<file path="config.mk">
export PLATFORM = sky130hd
export DESIGN_NAME = charger_voltage_request_loop_unit
export DESIGN_NICKNAME = d
export VERILOG_FILES = /design/src/rtl/core/cvrl_pkg.sv /design/src/rtl/core/cvrl_update.sv /design/src/rtl/core/charger_voltage_request_loop_unit.sv
export SDC_FILE = /design/constraint.sdc
export NUM_CORES = 1
export LEC_CHECK = 0
export ABC_AREA = 1
export BUFFER_PORTS_ARGS = -buffer_cell sky130_fd_sc_hd__buf_2
export CELL_PAD_IN_SITES_DETAIL_PLACEMENT = 1
export CELL_PAD_IN_SITES_GLOBAL_PLACEMENT = 2
export CORE_UTILIZATION = 33
export DETAILED_ROUTE_END_ITERATION = 16
export GPL_TIMING_DRIVEN = 0
export PLACE_DENSITY_LB_ADDON = 0.1
export SLEW_MARGIN = 0
export SYNTH_ARGS = -nofsm -noshare
export SYNTH_HDL_FRONTEND = slang
export SYNTH_SLANG_ARGS = --single-unit
</file>
<file path="constraint.sdc">
create_clock -name clk -period 4.5 [get_ports clk]
set_input_delay 0.9 -clock clk [delete_from_list [all_inputs] [get_ports clk]]
set_output_delay 0.9 -clock clk [all_outputs]
set_load 0.05 [all_outputs]
</file>
<file path="src/rtl/core/cvrl_pkg.sv">
// Shared types and constants for the charger voltage request loop.
// Used by cvrl_update and charger_voltage_request_loop_unit; no dependencies.
package cvrl_pkg;

	// Field widths
	localparam int unsigned CellW   = 16;
	localparam int unsigned AmpW    = 10;
	localparam int unsigned VoltW   = 10;
	localparam int unsigned PeriodW = 8;
	localparam int unsigned StepW   = 6;
	localparam int unsigned CfgIdxW = 4;
	localparam int unsigned CfgDataW = 16;
	localparam int unsigned InDataW  = 40;
	localparam int unsigned OutDataW = 24;

	// Loop constants
	localparam logic [VoltW-1:0]   VREQ_RESET     = 10'd540;
	localparam logic [VoltW-1:0]   VREQ_MAX       = 10'd1023;
	localparam logic [13:0]        CURRENT_MARGIN = 14'd12;
	localparam logic [VoltW:0]     VOLTAGE_MARGIN = 11'd4;
	localparam logic [AmpW-1:0]    AMP_SCALE      = 10'd10;
	localparam logic [AmpW-1:0]    MIN_FLOW       = 10'd2;
	localparam logic signed [11:0] STEP_UP        = 12'sd1;
	localparam logic signed [11:0] STEP_DOWN      = -12'sd5;

	// Configuration register indexes
	typedef enum logic [CfgIdxW-1:0] {
		REG_CURRENT_REQUEST = 4'd0,
		REG_PERIOD_TICKS    = 4'd1,
		REG_CELL_LOW_LIMIT  = 4'd2,
		REG_CELL_HIGH_LIMIT = 4'd3,
		REG_VOLTAGE_FLOOR   = 4'd4,
		REG_REST_VOLTAGE    = 4'd5,
		REG_BALANCE_CURRENT = 4'd6,
		REG_NO_CURRENT_STEP = 4'd7
	} cfg_reg_t;

	typedef struct packed {
		logic [AmpW-1:0]    current_request;
		logic [PeriodW-1:0] period_ticks;
		logic [CellW-1:0]   cell_low_limit;
		logic [CellW-1:0]   cell_high_limit;
		logic [VoltW-1:0]   voltage_floor;
		logic [VoltW-1:0]   rest_voltage;
		logic [AmpW-1:0]    balance_current;
		logic [StepW-1:0]   no_current_step;
	} cfg_t;

	typedef struct packed {
		logic               activation;
		logic               balancing;
		logic [CellW-1:0]   cell_max_voltage;
		logic [AmpW-1:0]    charger_current;
		logic [VoltW-1:0]   charger_voltage;
	} tick_t;

	typedef struct packed {
		logic [VoltW-1:0]   voltage_request;
		logic [PeriodW-1:0] period_count;
	} loop_state_t;

	typedef struct packed {
		logic [VoltW-1:0]   voltage_command;
		logic [AmpW-1:0]    current_command;
		logic               charger_enable;
	} command_t;

	typedef struct packed {
		command_t    cmd;
		loop_state_t next_state;
	} update_t;

endpackage

</file>
<file path="src/rtl/core/cvrl_update.sv">
// Combinational per-tick update: charger command and next loop state.
// Depends on cvrl_pkg.
module cvrl_update (
	input  cvrl_pkg::cfg_t        cfg,
	input  cvrl_pkg::loop_state_t state,
	input  cvrl_pkg::tick_t       tick,
	output cvrl_pkg::update_t     upd
);

	logic                    due;
	logic [13:0]             amp_scaled;
	logic                    room;
	logic                    cell_high;
	logic signed [11:0]      step;
	logic signed [11:0]      cell_sum;
	logic [cvrl_pkg::VoltW-1:0] cell_req;
	logic [cvrl_pkg::VoltW:0]   boost_sum;
	logic [cvrl_pkg::VoltW-1:0] boost_req;
	logic [cvrl_pkg::VoltW-1:0] adj_req;

	// Adjustment conditions
	assign due        = state.period_count > cfg.period_ticks;
	assign amp_scaled = 14'(tick.charger_current) * 14'(cvrl_pkg::AMP_SCALE);
	assign room       = (14'(cfg.current_request) > amp_scaled + cvrl_pkg::CURRENT_MARGIN)
		&& ({1'b0, state.voltage_request}
			< {1'b0, tick.charger_voltage} + cvrl_pkg::VOLTAGE_MARGIN)
		&& (tick.charger_current >= cvrl_pkg::MIN_FLOW);
	assign cell_high  = tick.cell_max_voltage > cfg.cell_high_limit;

	// Cell-driven step, low limit first
	always_comb begin
		if (tick.cell_max_voltage < cfg.cell_low_limit) begin
			step = cvrl_pkg::STEP_UP;
		end else if (cell_high) begin
			step = cvrl_pkg::STEP_DOWN;
		end else begin
			step = '0;
		end
	end

	// Apply step, hold at the floor, saturate at the top
	assign cell_sum = $signed({2'b00, state.voltage_request}) + step;
	always_comb begin
		if (cell_sum < $signed({2'b00, cfg.voltage_floor})) begin
			cell_req = cfg.voltage_floor;
		end else if (cell_sum > $signed({2'b00, cvrl_pkg::VREQ_MAX})) begin
			cell_req = cvrl_pkg::VREQ_MAX;
		end else begin
			cell_req = cell_sum[cvrl_pkg::VoltW-1:0];
		end
	end

	// No-current boost, saturating
	assign boost_sum = {1'b0, state.voltage_request} + 11'(cfg.no_current_step);
	assign boost_req = boost_sum[cvrl_pkg::VoltW] ? cvrl_pkg::VREQ_MAX
		: boost_sum[cvrl_pkg::VoltW-1:0];

	always_comb begin
		if (room || cell_high) begin
			adj_req = cell_req;
		end else if (tick.charger_current < cvrl_pkg::MIN_FLOW) begin
			adj_req = boost_req;
		end else begin
			adj_req = state.voltage_request;
		end
	end

	// Select command and next state by mode
	always_comb begin
		upd.next_state = state;
		if (tick.activation && !tick.balancing) begin
			upd.next_state.voltage_request = due ? adj_req : state.voltage_request;
			upd.next_state.period_count    = due ? 8'd1 : state.period_count + 8'd1;
			upd.cmd.voltage_command        = upd.next_state.voltage_request;
			upd.cmd.current_command        = cfg.current_request;
			upd.cmd.charger_enable         = 1'b1;
		end else if (tick.activation) begin
			upd.cmd.voltage_command = cfg.rest_voltage;
			upd.cmd.current_command = cfg.balance_current;
			upd.cmd.charger_enable  = 1'b1;
		end else begin
			upd.next_state.voltage_request = cfg.rest_voltage;
			upd.cmd.voltage_command        = cfg.rest_voltage;
			upd.cmd.current_command        = '0;
			upd.cmd.charger_enable         = 1'b0;
		end
	end

endmodule

</file>
<file path="src/rtl/core/charger_voltage_request_loop_unit.sv">
// Charger voltage request loop top level: stream ports, config registers,
// input and result registers. Depends on cvrl_pkg and cvrl_update.
//
// One charger command leaves for every control tick taken in. Ticks are
// taken one per clock when the output is not stalled; a tick is held in
// the input register and its command then sits in the result register
// until taken. The loop state updates as a tick leaves the input register,
// so back-to-back ticks see each other's effect. Configuration writes are
// always ready and must only occur while the block is idle.
module charger_voltage_request_loop_unit (
	input  logic                            clk,
	input  logic                            arst_n,
	// Control ticks
	input  logic                            s_axis_tvalid,
	output logic                            s_axis_tready,
	// [0] activation, [1] balancing, [17:2] cell_max_voltage,
	// [27:18] charger_current, [37:28] charger_voltage, [39:38] zero
	input  logic [cvrl_pkg::InDataW-1:0]    s_axis_tdata,
	// Charger commands
	output logic                            m_axis_tvalid,
	input  logic                            m_axis_tready,
	// [9:0] voltage_command, [19:10] current_command, [20] charger_enable,
	// [23:21] zero
	output logic [cvrl_pkg::OutDataW-1:0]   m_axis_tdata,
	// Configuration writes
	input  logic                            cfg_valid,
	output logic                            cfg_ready,
	input  logic [cvrl_pkg::CfgIdxW-1:0]    cfg_index,
	input  logic [cvrl_pkg::CfgDataW-1:0]   cfg_data
);

	cvrl_pkg::cfg_t        cfg_q;
	cvrl_pkg::loop_state_t state_q;
	cvrl_pkg::tick_t       tick_s1;
	logic                  valid_s1;
	cvrl_pkg::command_t    cmd_q;
	logic                  out_valid_q;
	cvrl_pkg::update_t     upd;
	logic                  advance;

	// Configuration registers
	assign cfg_ready = 1'b1;
	always_ff @(posedge clk or negedge arst_n) begin
		if (!arst_n) begin
			cfg_q.current_request <= 10'd300;
			cfg_q.period_ticks    <= 8'd60;
			cfg_q.cell_low_limit  <= 16'd34500;
			cfg_q.cell_high_limit <= 16'd34850;
			cfg_q.voltage_floor   <= 10'd530;
			cfg_q.rest_voltage    <= 10'd584;
			cfg_q.balance_current <= 10'd7;
			cfg_q.no_current_step <= 6'd7;
		end else if (cfg_valid) begin
			case (cvrl_pkg::cfg_reg_t'(cfg_index))
				cvrl_pkg::REG_CURRENT_REQUEST: cfg_q.current_request <= cfg_data[9:0];
				cvrl_pkg::REG_PERIOD_TICKS:    cfg_q.period_ticks    <= cfg_data[7:0];
				cvrl_pkg::REG_CELL_LOW_LIMIT:  cfg_q.cell_low_limit  <= cfg_data;
				cvrl_pkg::REG_CELL_HIGH_LIMIT: cfg_q.cell_high_limit <= cfg_data;
				cvrl_pkg::REG_VOLTAGE_FLOOR:   cfg_q.voltage_floor   <= cfg_data[9:0];
				cvrl_pkg::REG_REST_VOLTAGE:    cfg_q.rest_voltage    <= cfg_data[9:0];
				cvrl_pkg::REG_BALANCE_CURRENT: cfg_q.balance_current <= cfg_data[9:0];
				cvrl_pkg::REG_NO_CURRENT_STEP: cfg_q.no_current_step <= cfg_data[5:0];
				default: ;
			endcase
		end
	end

	// Handshake: the input stage moves on when the result register is free or being taken
	assign advance       = valid_s1 && (!out_valid_q || m_axis_tready);
	assign s_axis_tready = !valid_s1 || advance;

	// Input register
	always_ff @(posedge clk or negedge arst_n) begin
		if (!arst_n) begin
			valid_s1 <= 1'b0;
		end else if (s_axis_tready) begin
			valid_s1 <= s_axis_tvalid;
		end
	end

	always_ff @(posedge clk) begin
		if (s_axis_tready && s_axis_tvalid) begin
			tick_s1.activation       <= s_axis_tdata[0];
			tick_s1.balancing        <= s_axis_tdata[1];
			tick_s1.cell_max_voltage <= s_axis_tdata[17:2];
			tick_s1.charger_current  <= s_axis_tdata[27:18];
			tick_s1.charger_voltage  <= s_axis_tdata[37:28];
		end
	end

	cvrl_update u_update (
		.cfg   (cfg_q),
		.state (state_q),
		.tick  (tick_s1),
		.upd   (upd)
	);

	// Loop state and result valid
	always_ff @(posedge clk or negedge arst_n) begin
		if (!arst_n) begin
			state_q.voltage_request <= cvrl_pkg::VREQ_RESET;
			state_q.period_count    <= '0;
			out_valid_q             <= 1'b0;
		end else begin
			if (advance) begin
				state_q <= upd.next_state;
			end
			if (advance) begin
				out_valid_q <= 1'b1;
			end else if (m_axis_tready) begin
				out_valid_q <= 1'b0;
			end
		end
	end

	// Result register
	always_ff @(posedge clk) begin
		if (advance) begin
			cmd_q <= upd.cmd;
		end
	end

	assign m_axis_tvalid = out_valid_q;
	assign m_axis_tdata  = {3'b000, cmd_q.charger_enable, cmd_q.current_command,
		cmd_q.voltage_command};

endmodule

</file>
# == Word-level counts from Yosys, hierarchy flattened ==
# Index checks and enable logic that the tools add are counted.
# W data, S select, Z words.
# op_classes
n_reduce_logical,23
n_lt_le_gt_ge,9
muxes,14
addsub,5
multipliers,1
n_eq_ne,8
# op_table
op,count
$mux W10,7
$mux W31,1
$mux W12,2
$reduce_and A2 Y1,10
$eq A4 B3 Y1 const B,4
$gt A16 B16 Y1,1
$lt A16 B16 Y1,1
$add A14 B4 Y14 const B,1
$gt A10 B14 Y1,1
$mul A10 B3 Y13 const B,1
$add A11 B12 Y12,1
$gt A12 B11 Y1 const B,1
$lt A12 B11 Y1,1
$add A10 B3 Y11 const B,1
$add A10 B6 Y11,1
$lt A10 B11 Y1,1
$mux W11,1
$ge A10 B2 Y1 const B,1
$lt A10 B2 Y1 const B,1
$add A8 B1 Y8 const B,1
$eq A4 B2 Y1 const B,2
$gt A8 B8 Y1,1
$mux W8,1
$logic_and A1 B1 Y1,5
7 further kinds,12
# word_totals
inputBits,65
register_bits,165
word_cells,80
out_inout_bits,27

# == Longest topological paths before layout ==
# logic_depth
depth_word,10
ltp_mapped,37

# == By module ==
# From an unflattened synthesis, not the netlist that was laid out.
# unflattened
hier_cells,1370
hier_area_um2,10759.1
# by_module_without_submodules
mod,cells_per_inst,area_each_um2,seq_area_each_um2,n_inst
charger_voltage_request_loop_unit,554,6137.1,4466.8,1
cvrl_update,816,4621.9,0.0,1

# == Worst setup path after synthesis ==
# OpenSTA, ideal clock, no wires.
# synth_timing
path_kind,register to register
startpoint,reg cfg_q[47] (netlist name)
endpoint,"reg cmd_q (netlist bit m_axis_tdata[3]), data pin"
slack_ns,0.243
stages_incl_launch_ff,31
t_arrival_ns,4.002
path_buffers,2
setup_ns,0.255
path_cell_list,dfstp_2 > inv_1 > ha_1 > a21oi_1 > nand2_1 > a21oi_1 > a21oi_2 > inv_1 > buf_4 > nand2_1 > ha_1 > fa_1 > nand2_1 > o21ai_0 > nand3_1 > nand2_1 > a31o_2 > xor2_1 > inv_1 > ha_1 > nand2_1 > inv_1 > nand2_1 > nand3b_1 > nand3_1 > buf_2 > nand3_1 > nand3_1 > nand2_1 > nand2_1 > nand2_2
# synth_between
elab_chain_cells,10
elab_cells_between_ends,12
classes_between,add/sub (1); order compare (3); mux (7); reduce/logical (1)
# synth_lines
element,line_no,source
from (decl),charger_voltage_request_loop_unit.sv:32,cvrl_pkg::cfg_t cfg_q;
$gt A16 B16 Y1 *,cvrl_update.sv:28,assign cell_high = tick.cell_max_voltage > cfg.cell_high_limit;
$mux W12,cvrl_update.sv:34,end else if (cell_high) begin
$mux W12,cvrl_update.sv:32,if (tick.cell_max_voltage < cfg.cell_low_limit) begin
$add A11 B12 Y12,cvrl_update.sv:42,"assign cell_sum = $signed({2'b00, state.voltage_request}) + step;"
$gt A12 B11 Y1,cvrl_update.sv:46,"end else if (cell_sum > $signed({2'b00, cvrl_pkg::VREQ_MAX})) begin"
$mux W10,cvrl_update.sv:46,
$mux W10,cvrl_update.sv:44,"if (cell_sum < $signed({2'b00, cfg.voltage_floor})) begin"
$mux W10 *,cvrl_update.sv:59,if (room || cell_high) begin
$mux W10 *,cvrl_update.sv:72,upd.next_state.voltage_request = due ? adj_req : state.voltage_request;
$mux W31 *,cvrl_update.sv:71,if (tick.activation && !tick.balancing) begin
to (signal assigned),charger_voltage_request_loop_unit.sv:119,cmd_q <= upd.cmd;
to (decl),charger_voltage_request_loop_unit.sv:36,cvrl_pkg::command_t cmd_q;
# Mark *: on every way between the ends. The rest lies on a longest branch, timed or not.
# A chain may end at the register's enable or synchronous reset.

# == Worst setup path after layout ==
# layout_timing
startpoint,reg cfg_q[51] (netlist name)
endpoint,"reg cmd_q (netlist bit m_axis_tdata[7]), data pin"
# Same word-level chain as after synthesis.

==> flow_summary.json <==
{
  "crit_top_cell": "buf_4",
  "grt_start_max_net_pins": 91,
  "drcViolationCount": 0,
  "crit_required_ns": 4.69,
  "cp.arrival_ns": 4.76,
  "wire_per_inst_microns": 17.3,
  "clk_latency_ns": 0.44,
  "yosysUniqueCellTypes": 42,
  "syn_inst": 1193,
  "core_area_sq_mm": 0.0297,
  "async_reset_ff_share_pct": 64.2,
  "drv_cap": 0,
  "rsz0062_at_grt": "true",
  "cpLargestDelayFamily": "buffers and inverters",
  "pin_count": 92,
  "hold_slack_ns": 0.301,
  "antenna_found_initial": 3,
  "fin_crit_ns": 4.58,
  "syn_area_sq_mm": 0.0100,
  "grt_overflow": 0,
  "worstMarginPinSlew_ns": 1.03,
  "status": "complete, but fails checks",
  "drt-pass1-iter-count": 4,
  "power_density_mw_per_mm2": 572,
  "fmax_mhz": 218,
  "synth_top_area_share_pct": 18.0,
  "drive_gt1_share_pct": 24.2,
  "power_w": 0.00713,
  "worstSetupPathType": "flip-flop to flip-flop",
  "grt_use_met3_pct": 4.09,
  "hp-class": "primary input to asynchronous set/reset pin",
  "drv_slew": 0,
  "synth_flop_cell": "dfrtp_1",
  "io_buffers": 85,
  "fin_ws_ns": -0.0773,
  "hpwl_mm": 22.0,
  "first_iter_violations": 254,
  "yosysWarnings": 0,
  "p_leak_nw": 5.98,
  "fin_worst_skew_ns": 0.0105,
  "clk_path_buf_depth": 2,
  "critPathMaxFanout": 5,
  "synth_area_leader_cell": "dfrtp_1",
  "final-setup-viol-count": 17,
  "cts-htree-levels": 4,
  "min_period_over_period_pct": 102,
  "synth_seq_cells": 165,
  "top_usage_layer": "met2",
  "cts_tree": "yes",
  "wl_mm": 30.1,
  "crit_path_end_kind": "flip-flop",
  "violations": "setup timing",
  "nets": 1505,
  "synth.most_common_cell": "nand2_1",
  "path_clk_slew_ns": 0.07,
  "max-slew-margin-rel_pct": 31.5,
  "cp_slowest_stage_delay_ns": 0.53,
  "final_hold_viol_count": 0,
  "critPathBufInv": 21,
  "netlist_top_cells_count": "316 x nand2_1, 171 x inv_1, 108 x o21ai_0, 101 x ha_1, 76 x nand3_1",
  "grt_pass1_vias": 8819,
  "vdd.ir_drop.worst_v": 0.000292,
  "postSynthAreaPerCell_sq_um": 8.38,
  "synth_edf_count": 59,
  "ys_seq_area_share_pct": 44.7,
  "initial_core_util_pct": 33.7,
  "synth_area_leaders": "dfrtp_1 18%, edfxtp_1 18%, ha_1 13%",
  "slowest_stage": "dfstp_2",
  "grt_first_pass_wirelength_mm": 48.3,
  "grt_use_met1_pct": 26.5,
  "cp-start-kind": "flip-flop",
  "vias": 8354,
  "num_rows": 63,
  "die_h_microns": 176,
  "clock_sinks": 165,
  "die_x_microns": 176,
  "vias_per_cell": 4.80,
  "root_buffer": "clkbuf_16",
  "final_antenna_net_count": 0,
  "numCtsBuffers": 17,
  "met2_usage_pct": 34.7,
  "dieArea_sq_mm": 0.0310,
  "place_congestion": 0.816,
  "grt_usage_pct": 20.6,
  "synthToLayoutAreaGrowth_pct": 24.6
}
path summary, 6_finish.rpt:
path | startpoint | to | slack (ns) | cells past startpoint
setup reg to reg | cfg_q[51] | m_axis_tdata[7] | -0.08 | 30
hold / removal | arst_n | state_q[2] | 0.30 | 1
hold reg to reg | cfg_q[66] | cfg_q[66] | 0.49 | 2
setup / recovery | cfg_q[51] | m_axis_tdata[7] | -0.08 | 30
min in group clk | cfg_q[66] | cfg_q[66] | 0.49 | 2
max in group asynchronous | arst_n | cfg_q[58] | 3.46 | 2
registers in the layout (all words and copies together), names as in the netlist:
register and cells:
m_axis_tdata 21, cfg_q 86, tick_s1 38, state_q 18, valid_s1 1, m_axis_tvalid 1
placed cells by master, fill, tap and decap left out, types with 10 or more instances in the layout:
cell / Yosys / routed
buf_2: 2 / 85
o21ai_0: 108 / 105
edfxtp_1: 59 / 59
nand3_2: 5 / 22
dfstp_2: 34 / 34
clkbuf_1: 21 / 22
clkbuf_16: 0 / 18
nand3_1: 76 / 56
buf_4: 9 / 39
nand4_1: 13 / 13
inv_2: 1 / 11
a21oi_1: 54 / 48
nor2_1: 57 / 47
xnor2_1: 11 / 10
nand2_1: 316 / 288
nand2_2: 6 / 27
ha_4: 0 / 13
nor2_2: 2 / 11
inv_1: 171 / 160
dfrtp_1: 72 / 72
ha_1: 101 / 88
xor2_1: 15 / 12
per-layer routing:
layer / vias up / part of all wire (%)
met4: 4 / 1.9
met5: - / 0.083
li1: 4193 / -
met1: 4019 / 46
met3: 31 / 3.2
met2: 107 / 48
per-stage QoR:
step	utilization (%)	setup TNS [ns]	instances	setup slack (ns)	instance area (sq um)
6_report	41.9	-0.471	1740	-0.0773	12500
5_1_grt	41.9	-4.80	1740	-0.293	12500
4_1_cts	41.1	-0.751	1735	-0.0775	12200
3_5_place_dp	36.9	-17.01	1672	-1.10	11000
3_3_place_gp	36.8	-14.83	1670	-1.05	10900
2_1_floorplan	-	0	1195	0.243	10000
timing repair:
action                                  in CTS  in global routing
gates resized for setup                     93                 45
hold buffers                                 0                  0
endpoints found under the setup margin      20                 20
gates cloned                                 1                  1
setup buffers                               30                  3
endpoints found under the hold margin        0                  0
pin swaps                                   45                 38
where the power goes:
group / leakage (nW) / internal, W / switching, W
sequential: 1.85 / 0.00192 / 0.000298
clock: 0.300 / 0.000833 / 0.000686
combinational: 3.83 / 0.00135 / 0.00205
cell families (layout without fill, tap and decap cells):
| group | count (synthesis) | after routing | synth area share (%) |
|---|---|---|---|
| and+or+nand+nor | 497 | 498 | 20.9 |
| adders and majority gates | 104 | 104 | 13.2 |
| other | 2 | 5 | 0.0751 |
| AOI/OAI and AO/OA | 192 | 192 | 10.5 |
| xor gates and xnor gates | 27 | 27 | 2.44 |
| DFF | 165 | 165 | 44.7 |
| buffers and inverters | 206 | 359 | 8.17 |
final cells by class:
class,count,area (sq um)
Fill cell,3502,17300
Multi-Input combinational cell,825,5320
Sequential cell,165,4470
Timing Repair Buffer,121,754
Inverter,173,653
Tap cell,390,488
Clock buffer,20,468
Buffer,33,181
Clock inverter,12,133
Antenna cell,1,2.50
No activity file was read; power rests on OpenSTA's default activity.
